<file path="src/hdl/pnc_pkg.sv">
`timescale 1ns / 1ps
// Shared types and constants for the palette nearest-color match block.
// No dependencies.
package pnc_pkg;

  localparam int KIND_W   = 2;
  localparam int CHAN_W   = 8;
  localparam int COLOR_W  = 3 * CHAN_W;
  localparam int IDX_IN_W = 8;
  localparam int RANK_W   = 3;
  localparam int DIST_W   = 10;
  localparam int WDIST_W  = 11;
  localparam int USAGE_W  = 32;

  localparam logic [DIST_W-1:0] NO_MATCH_DIST = 10'd1000;

  typedef enum logic [KIND_W-1:0] {
    KIND_WRITE = 2'd0,
    KIND_MATCH = 2'd1,
    KIND_READ  = 2'd2,
    KIND_NONE  = 2'd3
  } kind_t;

  typedef enum logic [1:0] {
    RES_ZERO,
    RES_MATCH,
    RES_READ
  } res_sel_t;

  typedef struct packed {
    logic     load;
    logic     pal_wr;
    logic     clr_wr;
    logic     cnt_clr;
    logic     cnt_inc;
    logic     scan;
    logic     best_init;
    logic     cnt_rd_item;
    logic     cnt_rd_best;
    logic     cnt_wr_best;
    logic     worst_upd;
    logic     res_load;
    res_sel_t res_sel;
  } pnc_cmd_t;

  typedef struct packed {
    logic cnt_last;
  } pnc_stat_t;

endpackage

</file>
<file path="src/hdl/pnc_ctrl.sv">
`timescale 1ns / 1ps
// Controller state machine: sequences clear, write, scan, count update and read.
// Depends on pnc_pkg.
module pnc_ctrl import pnc_pkg::*; (
  input  logic              clk,
  input  logic              rst_n,
  input  logic              start,
  input  logic [KIND_W-1:0] in_kind,
  input  pnc_stat_t         stat,
  output pnc_cmd_t          cmd,
  output logic              busy,
  output logic              out_valid
);

  typedef enum logic [2:0] {
    S_CLEAR,
    S_IDLE,
    S_SCAN,
    S_DRAIN,
    S_CNT_RD,
    S_CNT_WR,
    S_READ
  } state_t;

  state_t state_r, state_nxt;
  logic   busy_r, busy_nxt;
  logic   out_valid_r, out_valid_nxt;
  logic   accept;

  assign accept    = start && !busy_r;
  assign busy      = busy_r;
  assign out_valid = out_valid_r;

  always_comb begin
    cmd           = '0;
    cmd.res_sel   = RES_ZERO;
    state_nxt     = state_r;
    busy_nxt      = busy_r;
    out_valid_nxt = 1'b0;
    unique case (state_r)
      S_CLEAR: begin
        cmd.clr_wr  = 1'b1;
        cmd.cnt_inc = 1'b1;
        if (stat.cnt_last) begin
          state_nxt = S_IDLE;
          busy_nxt  = 1'b0;
        end
      end
      S_IDLE: begin
        if (accept) begin
          cmd.load = 1'b1;
          unique case (kind_t'(in_kind))
            KIND_WRITE: begin
              cmd.pal_wr    = 1'b1;
              cmd.res_load  = 1'b1;
              out_valid_nxt = 1'b1;
            end
            KIND_MATCH: begin
              cmd.cnt_clr   = 1'b1;
              cmd.best_init = 1'b1;
              state_nxt     = S_SCAN;
              busy_nxt      = 1'b1;
            end
            KIND_READ: begin
              cmd.cnt_rd_item = 1'b1;
              state_nxt       = S_READ;
              busy_nxt        = 1'b1;
            end
            KIND_NONE: begin
              cmd.res_load  = 1'b1;
              out_valid_nxt = 1'b1;
            end
          endcase
        end
      end
      S_SCAN: begin
        cmd.scan    = 1'b1;
        cmd.cnt_inc = 1'b1;
        if (stat.cnt_last) begin
          state_nxt = S_DRAIN;
        end
      end
      S_DRAIN: begin
        state_nxt = S_CNT_RD;
      end
      S_CNT_RD: begin
        cmd.cnt_rd_best = 1'b1;
        state_nxt       = S_CNT_WR;
      end
      S_CNT_WR: begin
        cmd.cnt_wr_best = 1'b1;
        cmd.worst_upd   = 1'b1;
        cmd.res_load    = 1'b1;
        cmd.res_sel     = RES_MATCH;
        out_valid_nxt   = 1'b1;
        state_nxt       = S_IDLE;
        busy_nxt        = 1'b0;
      end
      S_READ: begin
        cmd.res_load  = 1'b1;
        cmd.res_sel   = RES_READ;
        out_valid_nxt = 1'b1;
        state_nxt     = S_IDLE;
        busy_nxt      = 1'b0;
      end
      default: begin
        state_nxt = S_IDLE;
        busy_nxt  = 1'b0;
      end
    endcase
  end

  always_ff @(posedge clk) begin
    if (!rst_n) begin
      state_r     <= S_CLEAR;
      busy_r      <= 1'b1;
      out_valid_r <= 1'b0;
    end else begin
      state_r     <= state_nxt;
      busy_r      <= busy_nxt;
      out_valid_r <= out_valid_nxt;
    end
  end

`ifndef SYNTHESIS
  a_short_result: assert property (@(posedge clk) disable iff (!rst_n)
    (start && !busy && (in_kind == KIND_WRITE || in_kind == KIND_NONE)) |=> out_valid)
    else $error("write or no-op item gave no result in the next cycle");

  a_match_holds: assert property (@(posedge clk) disable iff (!rst_n)
    (start && !busy && in_kind == KIND_MATCH) |=> (busy && !out_valid))
    else $error("match item did not hold the block busy");

  a_read_latency: assert property (@(posedge clk) disable iff (!rst_n)
    (start && !busy && in_kind == KIND_READ) |=> busy ##1 out_valid)
    else $error("read item result not two cycles after accept");

  a_clear_quiet: assert property (@(posedge clk) disable iff (!rst_n)
    (state_r == S_CLEAR) |-> (busy && !out_valid))
    else $error("activity during clearing pass");
`endif

endmodule

</file>
<file path="config.mk">
export PLATFORM = sky130hd
export DESIGN_NAME = pnc_ctrl
export DESIGN_NICKNAME = d
export VERILOG_FILES = /design/src/hdl/pnc_pkg.sv /design/src/hdl/pnc_ctrl.sv
export SDC_FILE = /design/constraint.sdc
export NUM_CORES = 1
export LEC_CHECK = 0
export BUFFER_PORTS_ARGS = -buffer_cell sky130_fd_sc_hd__buf_2
export CAP_MARGIN = 25
export CORE_AREA = 5 5 42 44
export DETAILED_ROUTE_END_ITERATION = 7
export DIE_AREA = 0 0 47 49
export PLACE_DENSITY = 0.73
export SLEW_MARGIN = 20
export SYNTH_ARGS = -nofsm -noshare
export SYNTH_HDL_FRONTEND = slang
export SYNTH_SLANG_ARGS = --single-unit
</file>
<file path="constraint.sdc">
create_clock -name clk -period 1.2 [get_ports clk]
set_input_delay 0.18 -clock clk [delete_from_list [all_inputs] [get_ports clk]]
set_output_delay 0.18 -clock clk [all_outputs]
set_load 0.005 [all_outputs]
</file>
======== After elaboration in Yosys (flattened, before gate mapping) ========
Cells that the tools add are included.
word-level totals
  register bits ........................... 5
  bits of input ports ..................... 6
  output and inout port bits .............. 16
  word-level logic and storage cells ...... 56
operators by class
  equal/unequal tests ..................... 14
  muxes and demuxes ....................... 27
  bitwise logic cells ..................... 1
  reduce and logical (&&, ||, !) cells .... 11
operators by type and width
  kind                  number
  $pmux W3 S5           1
  $mux W1               14
  $mux W2               5
  $eq A3 B3 Y1 const B  3
  $mux W3               3
  $ne A2 B2 Y1 const B  4
  $reduce_and A4 Y1     2
  $reduce_or A2 Y1      4
  $eq A3 B2 Y1 const B  2
  $pmux W3 S2           1
  $eq A2 B2 Y1 const B  2
  $pmux W2 S2           1
  $eq A3 B1 Y1 const B  1
  $logic_not A3 Y1      1
  $ne A3 B1 Y1 const B  1
  $pmux W1 S3           1
  $reduce_or A3 Y1      1
  $eq A2 B1 Y1 const B  1
  $logic_not A2 Y1      1
  $pmux W1 S2           1
  $logic_and A1 B1 Y1   1
  $logic_not A1 Y1      1
  $not A1 Y1            1

======== Logic depth before layout (Yosys ltp) ========
  word-level depth ........................ 5
  depth in mapped cells ................... 6

======== Worst setup path before layout ========
No wires, ideal clock.
  path kind ............................... register -> output
  start point ............................. register state_r[1]
  end point ............................... output cmd[10] in the netlist's numbering
  data arrival time ....................... 1.103 ns
  slack ................................... -0.083 ns
  stages on the path, launching flop included .. 5
  path buffers ............................ 1
  cells stage by stage .................... dfxtp_1 > nand2b_2 > nor4b_4 > and2_1 > buf_4
RTL lines
  element                 line             text
  start, declared         pnc_ctrl.sv:25   state_t state_r, state_nxt;
  start signal, assigned  pnc_ctrl.sv:119  state_r <= state_nxt;
  end, declared           pnc_ctrl.sv:10   output pnc_cmd_t cmd,

==> metrics.md <==
| Metric | Value |
|---|---|
| Largest net degree at the start of global routing | 11 |
| CP Max Fanout | 4 |
| Worst Path Buf+Inv | 1 |
| First-pass GRT wire length | roughly 1900 um |
| Port Buf Inserts | 21 |
| Slew Viols, Final | 0 |
| Critical path depth | 4 |
| Post-layout nets | between 90 and 100 |
| Vias in the first global route | 462 |
| Worst-Margin Slew | 0.2590 ns |
| # diodes | 0 |
| Power density over cell area | approximately 730 nW/um^2 |
| CP endpoint kind | primary output |
| Seq/Total Area, Yosys | between 20% and 30% |
| CTS max path bufs | 2 |
| Cell family with most CP delay | simple AND/OR/NAND/NOR gates |
| Antenna-violating nets left | 0 |
| Static Leak | approximately 0.39 nW |
| RR Endpoint | busy |
| Hold_buf cts | 0 |
| Hold Fails Final Rpt | 0 |
| Row cnt | 14 |
| Die ar. | 2303 sq um |
| Total clock sinks | 5 |
| Worst reg-to-reg setup slack | -0.14 ns |
| Fill cells | ~130 |
| R2r startpoint | state_r[2] |
| Worst-path cell chain | nand2b_4 > nor4b_4 > and2_4 > buf_2 |
| Vias per Instance | ~4.7 |
| Setup WS post-layout | -0.2224 ns |
| Final setup TNS | -1.621 ns |
| Post-Syn Instances | 53 |
| TritonCTS buffer count | 3 |
| # IOs | 22 |
| Max Cap Violations | 0 |
| Sequential cell area | 110.1 sq um |
| CTS H-tree lvls | 1 |
| CORE AREA | roughly 1400 sq um |
| Per-cell routed wire length | approximately 12 um |
| Hold path depth | 2 |
| Die W | roughly 47 um |
| Cell area after synthesis | ~440 sq um |
| Inst Count DP | 92 |
| Gpl congestion | 0.7760 |
| Avg Inst Size Synth | 8.263 sq um |
| DR pass1 iterations | 4 |
| WP data arrival | 1.24 ns |
| Final Setup Violations | 13 |
| Clock skew | roughly 0.0012 ns |
| Peak VDD IR | roughly 0.5 mV |
| Initial DRC count | 9 |
| Die Y | between 40 and 50 um |
| Fin cells | around 100 |
| Crit path time final | roughly 1.4 ns |
| Tcrit/Tclk final | 118.5% |
| Synth cell types | 25 |
| CTS tree | built |
| Unrepaired setup endpoints after global routing | true |
| Drt drc | 0 |
| Max stage delay on crit path | about 0.31 ns |
| Root buf cell | clkbuf_4 |
| Worst EP required | about 1 ns |
| Worst setup endpoint | cmd[7] |
| Layout area overhead | 74.57% |
| Status | complete, but fails checks |
| Initial antenna violation count | 0 |
| Initial Utilization | 31.25% |
| Failing checks | negative setup slack |
| DR vias | ~490 |
| Slew HR | roughly 83% |
| Maximum clock frequency | around 700 MHz |
| Synth warn | 0 |
| Kind of critical path | reg -> out |
| CP startpoint | state_r[1] |
| Ratio of cells with drive above 1 in the final layout | around two thirds |
| Area of the multi-input gates | around 340 sq um |
| Synth Net Count | 62 |
| Total Routing Usage GR | ~12% |
| Crit-path slowest cell | dfxtp_2 |
| Reg2reg path depth | 5 |
| DRT Wirelength | between 1000 and 1500 um |
| Most frequent cells in the layout | 21 x buf_2, 9 x buf_4, 6 x buf_6, 4 x inv_1 |
| Clk pin slew, worst setup/hold paths | around 0.040 ns |
| Type of origin of the critical path | register |
| Worst hold path type | in -> reg |
| Commonest non-fill, non-tap cell in the layout | buf_2 |
| Hpwl dp | about 850 um |
| GRT overflow | 0 |
| Flops & latches, synth | 5 |
| Clk_lat worst skew | between 0.2 and 0.25 ns |
[logic make-up after synthesis]
logic type	Yosys count	share of synthesized area [%]
buf+inv	11	17.14
simple gates	23	35.71
fa+ha+maj	3	8.572
flops	5	22.86
compound gates	11	15.72
[where the power goes]
part           internal, mW  switching (mW)  total (mW)  leakage [nW]
Sequential            0.174          0.0135       0.187        0.0425
Combinational        0.0994          0.0749       0.174         0.334
Clock                 0.126          0.0670       0.193        0.0150
Total                 0.399           0.155       0.554         0.391
[stage by stage]
stage / hold slack [ns] / instance area, sq um / power (mW) / setup WS, ns / util, %
6_report: 0.2070 / 764.5 / 0.5544 / -0.2224 / 54.55
5_1_grt: 0.2054 / 764.5 / 0.6080 / -0.3206 / 54.55
4_1_cts: 0.2060 / 690.7 / 0.5367 / -0.2555 / 49.29
3_5_place_dp: 0.4476 / 580.6 / 0.3102 / -0.06198 / 41.43
3_3_place_gp: 0.4269 / 580.6 / 0.3068 / -0.02939 / 41.43
2_1_floorplan: 0.2600 / 451.7 / 0.2601 / -0.03668 / -
[layout make-up]
cell class / count / share of cell area [%]
inverters: 4 / 1.964
clock buffers: 4 / 3.437
flip-flops and latches: 5 / 14.40
well taps: 16 / 2.619
repair buffers: 37 / 33.39
multi-input cells: 37 / 44.19
[per-layer routing]
| metal | GRT usage (%) | up-vias | share of wire, % |
|---|---|---|---|
| met5 | 0 | - | 0 |
| met4 | 3.226 | 0 | 0 |
| met3 | 6.642 | 0 | 8.4 |
| met2 | 19.23 | 18 | 53 |
| met1 | 12.06 | 223 | 38 |
| li1 | - | 248 | - |
[Yosys cell counts]
cell type | count | area [sq um]
dfxtp_1 | 5 | 100.1
nand2_1 | 4 | 15.01
a21oi_1 | 3 | 15.01
o22ai_1 | 1 | 6.260
o2bb2ai_1 | 1 | 8.760
buf_4 | 5 | 37.54
a41oi_1 | 1 | 8.760
or2_2 | 1 | 6.260
o21ai_1 | 1 | 5.000
a31oi_1 | 1 | 6.260
buf_6 | 2 | 22.52
nor2_1 | 2 | 7.510
ha_1 | 3 | 37.54
nor3_1 | 1 | 5.000
o31a_1 | 1 | 8.760
nor3b_1 | 3 | 22.52
nor4b_4 | 1 | 23.77
nand2b_2 | 1 | 8.760
nor2b_1 | 3 | 18.77
and2_1 | 4 | 25.02
or4b_1 | 1 | 10.01
inv_1 | 4 | 15.01
o21ai_0 | 2 | 10.01
and2b_2 | 1 | 8.760
nand3_1 | 1 | 5.000
[state kept, by name (all words and copies together), names as in the netlist]
name       flops
out_valid      1
state_r        3
busy           1
[worst min-delay path by stage]
stage,start,end,slack [ns]
finish,rst_n,busy,0.21
global route,rst_n,state_r[0],0.21
CTS,rst_n,busy,0.21
detailed placement,rst_n,busy,0.45
global placement,rst_n,busy,0.43
floorplan,rst_n,busy,0.26
[what timing repair did]
| action | in CTS | in global routing |
|---|---|---|
| endpoints found under the setup margin | 14 | 15 |
| gates resized for setup | 13 | 14 |
| setup buffers | 5 | 3 |
| pin swaps | 6 | 5 |
Note: power is estimated with default switching activity, not from simulation.
